<file path="src/rtl/usan_pkg.sv">
// Shared types and constants for the UTF-8 stream sanitizer.
package usan_pkg;

    // Replacement character written for every rejected byte.
    localparam logic [7:0] REPL_BYTE = 8'h3F;

    // Most output bytes that one input byte can cause.
    localparam int MAX_RUN = 4;

    // Default number of runs the queue between front and back can hold.
    localparam int QUEUE_DEPTH_DEFAULT = 4;

    // One run: the output bytes caused by one input byte.
    typedef struct packed {
        logic [MAX_RUN-1:0][7:0] bytes;
        logic [2:0]              count;
        logic                    done;
    } run_t;

    // Head of the queue as seen by the back part.
    typedef struct packed {
        logic valid;
        run_t run;
    } head_t;

endpackage

</file>
<file path="src/rtl/usan_front.sv">
// Front part: accepts bytes, tracks the pending sequence and builds output runs.
module usan_front
(
    input  logic             clk,
    input  logic             rst_n,
    input  logic             in_valid,
    output logic             in_stall,
    input  logic [7:0]       in_byte,
    input  logic             final_byte,
    input  logic             queue_full,
    output logic             run_write,
    output usan_pkg::run_t   run_data
);

    logic [7:0]      lead_reg;
    logic [7:0]      lead_next;
    logic [1:0]      needed_reg;
    logic [1:0]      needed_next;
    logic [1:0]      held_cnt_reg;
    logic [1:0]      held_cnt_next;
    logic [1:0][7:0] held_reg;

    logic            accept;
    logic            pending;
    logic            is_cont;
    logic            complete;
    logic            cut_off;
    logic            hold_cont;
    logic            fresh_hold;
    logic            fresh_emit;
    logic [7:0]      fresh_byte;
    logic [7:0]      tail_byte;
    logic [1:0]      lead_need;
    usan_pkg::run_t  run;

    assign accept   = in_valid && !in_stall;
    assign in_stall = queue_full;

    assign pending  = (needed_reg != 2'd0);
    assign is_cont  = (in_byte[7:6] == 2'b10);
    assign complete = pending && is_cont && (({1'b0, held_cnt_reg} + 3'd1) >= {1'b0, needed_reg});
    assign cut_off  = pending && is_cont && !complete && final_byte;
    assign hold_cont = pending && is_cont && !complete && !final_byte;

    // Classify the byte as if no sequence were pending.
    always_comb
    begin
        fresh_hold = 1'b0;
        fresh_byte = usan_pkg::REPL_BYTE;
        if (!in_byte[7])
        begin
            if (in_byte >= 8'h20 || in_byte == 8'h09 || in_byte == 8'h0A)
            begin
                fresh_byte = in_byte;
            end
        end
        else if (in_byte >= 8'hC0 && in_byte < 8'hF8)
        begin
            fresh_hold = !final_byte;
        end
    end

    assign fresh_emit = !fresh_hold;

    // Number of continuations a lead byte asks for.
    always_comb
    begin
        if (in_byte < 8'hE0)
        begin
            lead_need = 2'd1;
        end
        else if (in_byte < 8'hF0)
        begin
            lead_need = 2'd2;
        end
        else
        begin
            lead_need = 2'd3;
        end
    end

    // The byte that follows the flushed or completed prefix.
    always_comb
    begin
        if (complete)
        begin
            tail_byte = in_byte;
        end
        else if (cut_off)
        begin
            tail_byte = usan_pkg::REPL_BYTE;
        end
        else
        begin
            tail_byte = fresh_byte;
        end
    end

    // Assemble the run: lead, held continuations, then the tail byte.
    always_comb
    begin
        run.done = final_byte;
        if (pending)
        begin
            run.bytes[0] = complete ? lead_reg : usan_pkg::REPL_BYTE;
            run.bytes[1] = (held_cnt_reg >= 2'd1) ?
                           (complete ? held_reg[0] : usan_pkg::REPL_BYTE) : tail_byte;
            run.bytes[2] = (held_cnt_reg >= 2'd2) ?
                           (complete ? held_reg[1] : usan_pkg::REPL_BYTE) : tail_byte;
            run.bytes[3] = tail_byte;
            if (hold_cont)
            begin
                run.count = 3'd0;
            end
            else if (complete || cut_off)
            begin
                run.count = {1'b0, held_cnt_reg} + 3'd2;
            end
            else
            begin
                run.count = {1'b0, held_cnt_reg} + 3'd1 + {2'b00, fresh_emit};
            end
        end
        else
        begin
            run.bytes[0] = fresh_byte;
            run.bytes[1] = fresh_byte;
            run.bytes[2] = fresh_byte;
            run.bytes[3] = fresh_byte;
            run.count    = {2'b00, fresh_emit};
        end
    end

    assign run_write = accept && (run.count != 3'd0);
    assign run_data  = run;

    // Next pending-sequence state.
    always_comb
    begin
        lead_next     = lead_reg;
        needed_next   = needed_reg;
        held_cnt_next = held_cnt_reg;
        if (hold_cont)
        begin
            held_cnt_next = held_cnt_reg + 2'd1;
        end
        else if (!complete && !cut_off && fresh_hold)
        begin
            lead_next     = in_byte;
            needed_next   = lead_need;
            held_cnt_next = 2'd0;
        end
        else
        begin
            lead_next     = 8'h00;
            needed_next   = 2'd0;
            held_cnt_next = 2'd0;
        end
    end

    // Control state of the pending sequence.
    always_ff @(posedge clk or negedge rst_n)
    begin
        if (!rst_n)
        begin
            lead_reg     <= 8'h00;
            needed_reg   <= 2'd0;
            held_cnt_reg <= 2'd0;
        end
        else if (accept)
        begin
            lead_reg     <= lead_next;
            needed_reg   <= needed_next;
            held_cnt_reg <= held_cnt_next;
        end
    end

    // Held continuation bytes; read only after being written.
    always_ff @(posedge clk)
    begin
        if (accept && hold_cont)
        begin
            held_reg[held_cnt_reg[0]] <= in_byte;
        end
    end

endmodule

</file>
<file path="src/rtl/usan_queue.sv">
// Run queue between the front and back parts.
module usan_queue
#(
    parameter int DEPTH = usan_pkg::QUEUE_DEPTH_DEFAULT
)
(
    input  logic            clk,
    input  logic            rst_n,
    input  logic            wr_en,
    input  usan_pkg::run_t  wr_data,
    output logic            full,
    input  logic            rd_en,
    output usan_pkg::head_t head
);

    localparam int PTR_W = (DEPTH > 1) ? $clog2(DEPTH) : 1;
    localparam int CNT_W = $clog2(DEPTH + 1);

    usan_pkg::run_t   entry_reg [DEPTH];
    logic [PTR_W-1:0] wr_ptr_reg;
    logic [PTR_W-1:0] rd_ptr_reg;
    logic [CNT_W-1:0] count_reg;
    logic             do_wr;
    logic             do_rd;

    assign full       = (count_reg == CNT_W'(DEPTH));
    assign head.valid = (count_reg != '0);
    assign head.run   = entry_reg[rd_ptr_reg];
    assign do_wr      = wr_en && !full;
    assign do_rd      = rd_en && head.valid;

    // Pointers and fill count.
    always_ff @(posedge clk or negedge rst_n)
    begin
        if (!rst_n)
        begin
            wr_ptr_reg <= '0;
            rd_ptr_reg <= '0;
            count_reg  <= '0;
        end
        else
        begin
            if (do_wr)
            begin
                wr_ptr_reg <= (wr_ptr_reg == PTR_W'(DEPTH - 1)) ? '0 : wr_ptr_reg + 1'b1;
            end
            if (do_rd)
            begin
                rd_ptr_reg <= (rd_ptr_reg == PTR_W'(DEPTH - 1)) ? '0 : rd_ptr_reg + 1'b1;
            end
            if (do_wr && !do_rd)
            begin
                count_reg <= count_reg + 1'b1;
            end
            else if (do_rd && !do_wr)
            begin
                count_reg <= count_reg - 1'b1;
            end
        end
    end

    // Entry storage.
    always_ff @(posedge clk)
    begin
        if (do_wr)
        begin
            entry_reg[wr_ptr_reg] <= wr_data;
        end
    end

endmodule

</file>
<file path="src/rtl/usan_back.sv">
// Back part: walks each queued run and presents its bytes one per transaction.
module usan_back
(
    input  logic            clk,
    input  logic            rst_n,
    input  usan_pkg::head_t head,
    output logic            head_pop,
    output logic            out_valid,
    input  logic            out_stall,
    output logic [7:0]      out_byte,
    output logic            run_last,
    output logic            stream_done
);

    logic       out_valid_reg;
    logic [7:0] out_byte_reg;
    logic       run_last_reg;
    logic       stream_done_reg;
    logic [1:0] idx_reg;
    logic       load;
    logic       last;

    assign load     = head.valid && (!out_valid_reg || !out_stall);
    assign last     = (({1'b0, idx_reg} + 3'd1) == head.run.count);
    assign head_pop = load && last;

    // Byte index within the current run.
    always_ff @(posedge clk or negedge rst_n)
    begin
        if (!rst_n)
        begin
            idx_reg <= 2'd0;
        end
        else if (load)
        begin
            idx_reg <= last ? 2'd0 : idx_reg + 2'd1;
        end
    end

    // Output register.
    always_ff @(posedge clk or negedge rst_n)
    begin
        if (!rst_n)
        begin
            out_valid_reg <= 1'b0;
        end
        else if (load)
        begin
            out_valid_reg <= 1'b1;
        end
        else if (!out_stall)
        begin
            out_valid_reg <= 1'b0;
        end
    end

    // Output payload.
    always_ff @(posedge clk)
    begin
        if (load)
        begin
            out_byte_reg    <= head.run.bytes[idx_reg];
            run_last_reg    <= last;
            stream_done_reg <= last && head.run.done;
        end
    end

    assign out_valid   = out_valid_reg;
    assign out_byte    = out_byte_reg;
    assign run_last    = run_last_reg;
    assign stream_done = stream_done_reg;

endmodule

</file>
<file path="src/rtl/utf8_stream_sanitizer.sv">
// Top level of the UTF-8 stream sanitizer.
// The block takes one byte per cycle while the queue is not full and emits one
// byte per cycle while the output is not stalled. ASCII bytes 20h to 7Fh, tab,
// newline and complete 2-, 3- and 4-byte UTF-8 sequences with leads C0h to F7h
// pass through; every other byte comes out as '?'. A byte that completes or
// breaks a sequence causes a run of up to four output bytes, which leaves the
// output one byte per transaction; an input byte that is only held causes none.
// Runs wait in a queue of QUEUE_DEPTH entries, and the input stalls only when
// that queue is full, so the sustained rate is one input byte per cycle whenever
// the output is not stalled and runs average one byte. An accepted byte's run is
// written into the queue, and its bytes then pass through the output register of
// the back part. run_last marks the last result of each input byte, and
// stream_done the last result of a final byte.
module utf8_stream_sanitizer
#(
    parameter int QUEUE_DEPTH = usan_pkg::QUEUE_DEPTH_DEFAULT
)
(
    input  logic       clk,
    input  logic       rst_n,
    input  logic       in_valid,
    output logic       in_stall,
    input  logic [7:0] in_byte,
    input  logic       final_byte,
    output logic       out_valid,
    input  logic       out_stall,
    output logic [7:0] out_byte,
    output logic       run_last,
    output logic       stream_done
);

    logic            run_write;
    usan_pkg::run_t  run_data;
    logic            queue_full;
    logic            head_pop;
    usan_pkg::head_t head;

    // Classification and sequence tracking.
    usan_front u_front
    (
        .clk        (clk),
        .rst_n      (rst_n),
        .in_valid   (in_valid),
        .in_stall   (in_stall),
        .in_byte    (in_byte),
        .final_byte (final_byte),
        .queue_full (queue_full),
        .run_write  (run_write),
        .run_data   (run_data)
    );

    // Run queue decoupling the two sides.
    usan_queue
    #(
        .DEPTH (QUEUE_DEPTH)
    )
    u_queue
    (
        .clk     (clk),
        .rst_n   (rst_n),
        .wr_en   (run_write),
        .wr_data (run_data),
        .full    (queue_full),
        .rd_en   (head_pop),
        .head    (head)
    );

    // Serialization onto the output channel.
    usan_back u_back
    (
        .clk         (clk),
        .rst_n       (rst_n),
        .head        (head),
        .head_pop    (head_pop),
        .out_valid   (out_valid),
        .out_stall   (out_stall),
        .out_byte    (out_byte),
        .run_last    (run_last),
        .stream_done (stream_done)
    );

endmodule

</file>
<file path="config.mk">
export PLATFORM = sky130hd
export DESIGN_NAME = utf8_stream_sanitizer
export DESIGN_NICKNAME = d
export VERILOG_FILES = /design/src/rtl/usan_pkg.sv /design/src/rtl/usan_front.sv /design/src/rtl/usan_queue.sv /design/src/rtl/usan_back.sv /design/src/rtl/utf8_stream_sanitizer.sv
export SDC_FILE = /design/constraint.sdc
export NUM_CORES = 1
export LEC_CHECK = 0
export BUFFER_PORTS_ARGS = -buffer_cell sky130_fd_sc_hd__buf_2
export CAP_MARGIN = 20
export CORE_MARGIN = 1.5
export CORE_UTILIZATION = 66
export DETAILED_ROUTE_END_ITERATION = 7
export PLACE_DENSITY_LB_ADDON = 0.15
export SLEW_MARGIN = 5
export SYNTH_ARGS = -nofsm -noshare
export SYNTH_HDL_FRONTEND = slang
export SYNTH_HIERARCHICAL = 1
export SYNTH_SLANG_ARGS = --single-unit
</file>
<file path="constraint.sdc">
create_clock -name clk -period 10.7 [get_ports clk]
set_clock_uncertainty 0.05 [all_clocks]
set_input_delay 0.535 -clock clk [delete_from_list [all_inputs] [get_ports clk]]
set_output_delay 0.535 -clock clk [all_outputs]
set_load 0.005 [all_outputs]
</file>
==> results of run 1 <==
## critical path: stages, from the launching register on
cell and delay [ns]:
dfrtp_1 0.43, inv_1 0.09, fa_1 0.53, nor2b_1 0.16
a211o_1 0.26, o21bai_1 0.35, a311oi_1 0.39, a31o_1 0.14
nor2b_1 0.43, and2_1 0.60, buf_4 0.48
## cells in the final DEF, fill, tap and decap left out, types with 9 or more instances in the layout
| master | instances |
|---|---|
| inv_1 | 11 |
| o22a_1 | 10 |
| buf_2 | 24 |
| buf_4 | 9 |
| mux4_2 | 37 |
| clkbuf_16 | 17 |
| dfrtp_1 | 21 |
| nor2_1 | 20 |
| ha_1 | 12 |
| edfxtp_1 | 170 |
| a22o_1 | 9 |
## final cells by class
class	count	area share, %
Multi-Input combinational cell	186	24.54
Sequential cell	192	63.96
Inverter	12	0.5376
Timing Repair Buffer	33	2.122
Tap cell	147	2.079
Clock buffer	20	5.163
Clock inverter	12	1.599
## through the flow
step	power, mW	utilization (%)	std cells	hold slack (ns)	cell area [um^2]
global placement	1.657	69.23	570	0.4117	8247
global route	2.390	74.25	602	0.06988	8845
CTS	2.309	74.25	602	0.04544	8845
floorplan	1.529	-	408	0.1894	8018
finish	2.286	74.25	602	0.04332	8845
detailed placement	1.681	69.23	570	0.4317	8247
## power groups by stage
stage | logic, mW | clock network, mW | registers [mW]
global route | 0.630 | 0.669 | 1.09
detailed placement | 0.589 | 0 | 1.09
finish | 0.579 | 0.631 | 1.08
global placement | 0.571 | 0 | 1.09
CTS | 0.592 | 0.639 | 1.08
floorplan | 0.481 | 0 | 1.05
## routing by layer
| layer | track usage [%] | up-vias | part of all wire, % |
|---|---|---|---|
| met5 | 0 | - | 0 |
| met1 | 34.73 | 2030 | 41 |
| li1 | - | 1733 | - |
| met3 | 5.035 | 24 | 5.7 |
| met4 | 9.917 | 0 | 2.2 |
| met2 | 42.30 | 146 | 51 |
## logic make-up after synthesis
family          share of synthesized area [%]
flops                                   70.54
buf+inv                                 2.388
simple gates                            4.572
compound gates                          5.634
mux                                     13.39
fa+ha+maj                               2.622
xor+xnor                               0.8584
## final timing paths
| check | start | endpoint | slack, ns | depth (start not counted) |
|---|---|---|---|---|
| setup / recovery | u_front/needed_reg[1] | u_queue/entry_reg[0][27] | 6.41 | 10 |
| hold / removal | rst_n | u_back/idx_reg[1] | 0.04 | 1 |
| setup reg to reg | u_front/needed_reg[1] | u_queue/entry_reg[0][27] | 6.41 | 10 |
| hold reg to reg | u_queue/count_reg[2] | u_queue/count_reg[2] | 0.44 | 1 |
| max in group asynchronous | rst_n | u_queue/rd_ptr_reg[0] | 10.15 | 1 |
| min in group clk | out_stall | u_back/out_valid | 0.30 | 2 |
==> metrics, run 1 <==
post_cts resized 0; status finished, final reports clean; IO Pins 25; Synth area leaders edfxtp_1, mux4_2, dfrtp_1; Worst Hold Class input port to async pin; sw power 0.6277 mW; syn_nets 436; ys async rst share 11.46%; CTS tree built; largest net degree at the start of global routing 36; Sw Share 27.46%; Synth area leader edfxtp_1; clock latency on the worst-skew pair 0.43 ns; DP Worst Slack 6.470 ns; CTS max path bufs 2; vias in the first global route 4237; DIE AREA 12820 um^2; syn avg cell area 19.65 um^2; final setup fails 0; Slew Limit Fails 0; I/O Buffers 24; fraction of layout cells with a size suffix above 1 26.59%; vias post-DR 3933; Setup TNS Final 0 ns; final hold viol count 0; Reg power frac 47.0%; Max VDD drop 0.0001549 V; first-pass GRT wire length 23380 um; Sink Count 192; Final Cycle Share 40.05%; Fill cells 726; Core Region 11910 um^2; max cap viols 0; dpl hpwl 9274 um; setup slack after layout 6.414 ns; Req. time, crit path 10.73 ns; internal power 1.658 mW; RSZ-0062 raised after global routing false; static leakage 3.015 nW; grt ovf 0; fmax 233.3 MHz; Post-synth top flop edfxtp_1; Worst-path clk slew 0.06 ns; antenna viol nets, final 0; Slew HR 31.75%; share of the synthesized area in the top cell type 63.67%; first-pass detailed-route iteration total 5; multi-input logic area 2171 um^2; GPL Wtd Cong 0.8091; Worst Max-Slew Pin Slew 1.022 ns; pwr/cell area 258.5 nW/um^2; Vias per Instance 6.533; number of flip-flops in the largest register 144; EDFF count, synth 170; Clock power frac 27.6%; Syn Inst Count 408; combinational share of power 25.3%; Site Rows 40; clk root buf clkbuf_16; flops & latches, synth 192; P&R area growth vs syn 10.32%; detailed-route wire length 14870 um; Crit Path Max Fanout 25; Cell variety after synth 58; initial DRC count 357; setup bufs post-CTS 0; sequential share of the synthesized area 70.54%; min cycle time layout 4.286 ns; startpoint types flop; fin nets 470; top post-synthesis cells by count edfxtp_1, mux4_2, dfrtp_1, nor2_1, ha_1; DR WL/cell 24.71 um; initial antenna violation count 0; most numerous cell in the Yosys netlist edfxtp_1; Arr. time, crit path 4.31 ns; yosys warns 6; Die X 113.2 um; cts hold-fix bufs 0; ant diodes 0; # H-tree levels 4; endpoint type of the worst setup path flop; total global-route track usage 25.68%; Initial Util 67.31%; Synth Cell Area 8018 um^2; Die Height 113.2 um; critical path type flop to flop; DRC viols 0; register area 5657 um^2; CTS buffer count 17
Note: power is estimated with default switching activity, not from simulation.
==> inputs of run 2 (changes only) <==
Settings changed: CORE_UTILIZATION 66 to 62.
Clock period 10.7 ns to 4.07 ns, I/O delays scaled along.
==> run 2 against run 1 <==
  * Fmax rose by 17%
  * Hold slack better by 0.028 ns
  * Clock-buffer cell count increased by 8
  * Final cell count grew 5.5%
  * Largest cell class unchanged
==> metrics, run 2 (synthesis results as in run 1) <==
status finished, final reports clean; worst hold path endpoint u_front/held_reg[10]; P&R area growth vs syn 12.19%; startpoint types flop; most common cell after layout, fill and taps aside edfxtp_1; RSZ-0062 raised after global routing false; r2r endpoint u_queue/count_reg[2]; Critical R2R Launch u_front/needed_reg[1]; placed cell areas 8359 um^2; Final Cycle Share 90.19%; largest net degree at the start of global routing 37; Sink Count 192; slowest stage cell on the critical path fa_1; worst-path cell chain inv_1, fa_1, nor2b_1, a211o_1, o21bai_2, a311oi_1, a31o_1, nor2b_1, ha_1, inv_1, fa_1, xor2_1, nor2_1, xor2_1; GPL Wtd Cong 0.8394; I/O Buffers 24; pwr/cell area 673.7 nW/um^2; endpoint type of the worst setup path flop; clk root buf clkbuf_16; critical path type flop to flop; Req. time, crit path 4.37 ns; DP Worst Slack 0.2437 ns; M2 GR Usage 38.13%; vias post-DR 3942; most used routing layer met2; flop2flop setup slack 0.40 ns; Fill cells 808; number of flip-flops in the largest register 144; Die X 116.7 um; Max stage delay on crit path 0.54 ns; fraction of layout cells with a size suffix above 1 26.57%; initial antenna violation count 0; fmax 272.4 MHz; multi-input logic area 2181 um^2; overall power 6.060 mW; total global-route track usage 24.18%; routing usage on met1 33.78%; CTS buffer count 17; Slew HR 45.65%; register area 5657 um^2; static leakage 3.064 nW; Initial Util 63.53%; most frequent cells in the layout edfxtp_1, mux4_2, buf_2; Max VDD drop 0.0005425 V; met3 Use GR 5.968%; initial DRC count 357; first-pass GRT wire length 23160 um; crit-path leading delay family adder cells; Worst-path clk slew 0.06 ns; grt ovf 0; Vias per Instance 6.208; Worst Max-Slew Pin Slew 0.8122 ns; Crit Path Max Fanout 11; Reg2Reg Depth 14; CTS tree built; worst path buffer plus inverter count 2; # H-tree levels 4; Site Rows 41; final non-filler cell area 8995 um^2; Slew Limit Fails 0; Setup TNS Final 0 ns; Arr. time, crit path 3.97 ns; first-pass detailed-route iteration total 4; antenna viol nets, final 0; CTS max path bufs 2; WHS Path Cells 1; max cap viols 0; final setup fails 0; hold_sp in_byte[2]; dpl hpwl 8825 um; Core Region 12620 um^2; min cycle time layout 3.671 ns; setup slack after layout 0.3994 ns; detailed-route wire length 14570 um; Worst Hold Class input port to flop; vias in the first global route 4103; post-layout util 71.28%; DRC viols 0; Die Height 116.7 um; DIE AREA 13620 um^2; ant diodes 0; clock latency on the worst-skew pair 0.43 ns; final hold viol count 0; IO Pins 25; DR WL/cell 22.95 um; fin nets 478
run 2: changes by cell type in the layout (fill, tap and decap cells not counted), sizes merged:
cell,before,now
buf,33,38
bufinv,3,2
clkbuf,20,28
clkinv,6,1
clkinvlp,3,1
dlygate4sd3,0,3
run 2: worst register-to-register path: cells and delay by family, from the launching register on:
kind            cells  cell delay (ns)
fa+ha+maj           3             1.12
compound gates      4             1.07
simple gates        3             0.46
flops               1             0.45
xor+xnor            2             0.31
buf+inv             2             0.16
run 2: how the worst max path moves through the flow:
stage	cells past startpoint	startpoint	slack (ns)	end
after floorplan	10	u_front/needed_reg[1]	0.62	u_queue/entry_reg[3][0]
after global placement	12	u_front/needed_reg[1]	0.39	u_queue/count_reg[1]
after detailed placement	12	u_front/needed_reg[1]	0.24	u_queue/count_reg[1]
after CTS	12	u_front/needed_reg[1]	0.18	u_queue/count_reg[1]
after global routing	14	u_front/needed_reg[1]	0.12	u_queue/count_reg[2]
final	14	u_front/needed_reg[1]	0.40	u_queue/count_reg[2]
run 2: area by class of cell:
| class | instances | area share, % |
|---|---|---|
| multi-input combinational | 186 | 24.25 |
| clock buffer | 28 | 5.884 |
| inverter | 12 | 0.5286 |
| timing repair buffer | 41 | 3.255 |
| tap | 172 | 2.393 |
| clock inverter | 4 | 0.8068 |
| sequential | 192 | 62.89 |
run 2: what timing repair did:
item / CTS / global route
gates resized for setup: 0 / 1
hold buffers: 3 / 0
hold endpoints to repair: 27 / 0
setup endpoints to repair: 0 / 2
buffers inserted: 0 / 0
run 2: stage by stage:
stage / instances / hold slack (ns)
finish: 635 / 0.07126
global route: 635 / 0.06370
CTS: 635 / 0.04636
detailed placement: 600 / 0.1677
global placement: 600 / 0.1567
floorplan: 408 / -0.1421
run 2: where the power goes:
group	leakage (nW)	switching, mW	internal (mW)
combinational	0.972	0.807	0.798
clock	0.289	0.655	1.01
sequential	1.80	0.174	2.61
run 2: layer usage:
metal	vias to the layer above	part of all wire, %
met2	109	51
li1	1748	-
met1	2066	43
met4	0	1.3
met5	-	0
met3	19	5.3
==> inputs of run 3 (changes only) <==
Settings changed: BUFFER_PORTS_ARGS -buffer_cell sky130_fd_sc_hd__buf_2 to not set, CORE_UTILIZATION 62 to 63, DONT_BUFFER_PORTS set to 1.
==> run 3 against run 2 <==
  * Critical path depth unchanged
  * Die area decreased by 1.5%
  * Core utilization increased by 0.41 points
  * Sequential power about the same
  * Non-clock buffer count decreased by 17
  * Sequential cell count unchanged
  * Highest routed layer unchanged
==> metrics, run 3 (synthesis results as in run 1) <==
status finished, final reports clean; DRC viols 0; number of flip-flops in the largest register 144; Slew HR 30.74%; dpl hpwl 8733 um; endpoint type of the worst setup path flop; critical path type flop to flop; Sink Count 192; Setup TNS Final 0 ns; clk root buf clkbuf_16; RSZ-0062 raised after global routing false; Max VDD drop 0.0004617 V; Max stage delay on crit path 0.52 ns; Worst-path clk slew 0.06 ns; Site Rows 41; min cycle time layout 3.503 ns; static leakage 3.010 nW; final setup fails 0; Arr. time, crit path 3.81 ns; total global-route track usage 24.89%; ant diodes 0; fraction of layout cells with a size suffix above 1 22.20%; Worst Hold Class input port to flop; slowest stage cell on the critical path fa_1; largest net degree at the start of global routing 37; first-pass GRT wire length 23410 um; Req. time, crit path 4.37 ns; initial antenna violation count 0; # H-tree levels 4; CTS tree built; Final Cycle Share 86.07%; fin nets 461; DIE AREA 13410 um^2; Fill cells 771; P&R area growth vs syn 11.92%; Crit Path Max Fanout 10; Core Region 12520 um^2; pwr/cell area 670.8 nW/um^2; DR WL/cell 24.16 um; vias post-DR 3892; Slew Limit Fails 0; final hold viol count 0; worst hold slack 0.01939 ns; flop2flop setup slack 0.57 ns; IO Pins 25; Initial Util 64.05%; Die Height 115.8 um; initial DRC count 428; multi-input logic area 2181 um^2; most common cell after layout, fill and taps aside edfxtp_1; Die X 115.8 um; max cap viols 0; most frequent cells in the layout edfxtp_1, mux4_2, dfrtp_1; vias in the first global route 4072; CTS max path bufs 2; register area 5657 um^2; CTS buffer count 17; worst-path cell chain fa_1, nor2b_1, a211o_1, nand3_1, a21oi_1, a31o_1, nor2b_1, buf_4, ha_1, inv_1, fa_1, xor2_1, nor2_1, xor2_1; grt ovf 0; first-pass detailed-route iteration total 4; detailed-route wire length 14930 um; fmax 285.5 MHz; Vias per Instance 6.298; antenna viol nets, final 0; GPL Wtd Cong 0.8571; startpoint types flop; I/O Buffers 0; Worst Max-Slew Pin Slew 1.033 ns; clock latency on the worst-skew pair 0.43 ns
## run 3: final cells by class
type,count,share of cell area (%)
Tap cell,172,2.398
Sequential cell,192,63.04
Inverter,12,0.5298
Multi-Input combinational cell,186,24.30
Clock buffer,26,5.563
Clock inverter,6,1.157
Timing Repair Buffer,24,3.012
## run 3: final timing paths
path | startpoint | to | depth (start not counted)
min in group asynchronous | rst_n | u_queue/wr_ptr_reg[0] | 2
max reg2reg | u_front/held_cnt_reg[1] | u_queue/count_reg[2] | 14
min | in_byte[2] | u_queue/entry_reg[2][22] | 1
max in group asynchronous | rst_n | u_queue/rd_ptr_reg[0] | 2
min reg2reg | u_front/lead_reg[6] | u_front/lead_reg[6] | 1
max | u_front/held_cnt_reg[1] | u_queue/count_reg[2] | 14
## run 3: critical path, delay by kind of cell, from the launching register on
family	cells	cell delay, ns
compound gates	3	0.74
flops	1	0.51
buf+inv	2	0.20
simple gates	4	0.51
xor+xnor	2	0.32
fa+ha+maj	3	1.09
## run 3: per-stage QoR
step / std cells / setup slack [ns] / area, um^2 / power, mW / utilization [%]
CTS: 618 / 0.5645 / 8974 / 6.077 / 71.69
global placement: 574 / 0.7007 / 8240 / 4.347 / 65.83
floorplan: 408 / 0.6182 / 8018 / 4.021 / -
finish: 618 / 0.5668 / 8974 / 6.020 / 71.69
global route: 618 / 0.2241 / 8974 / 6.305 / 71.69
detailed placement: 574 / 0.5936 / 8240 / 4.388 / 65.83
## run 3: per-layer routing
| layer | GRT usage, % | vias to the layer above | routed length (um) |
|---|---|---|---|
| met3 | 6.381 | 16 | 1049 |
| met2 | 37.73 | 158 | 7422 |
| li1 | - | 1715 | - |
| met5 | 0 | - | 0 |
| met1 | 35.14 | 2003 | 6182 |
| met4 | 10.49 | 0 | 276 |
## run 3: where the power goes
| group | switching, mW | internal, mW | leakage (nW) |
|---|---|---|---|
| logic | 0.775 | 0.768 | 0.911 |
| registers | 0.185 | 2.62 | 1.80 |
| clock network | 0.646 | 1.03 | 0.296 |
## run 3: what timing repair did
action,4_1_cts,5_1_grt
resized for setup,0,0
hold endpoints to repair,71,0
setup endpoints to repair,0,0
hold buffers,12,0
buffers inserted,0,0
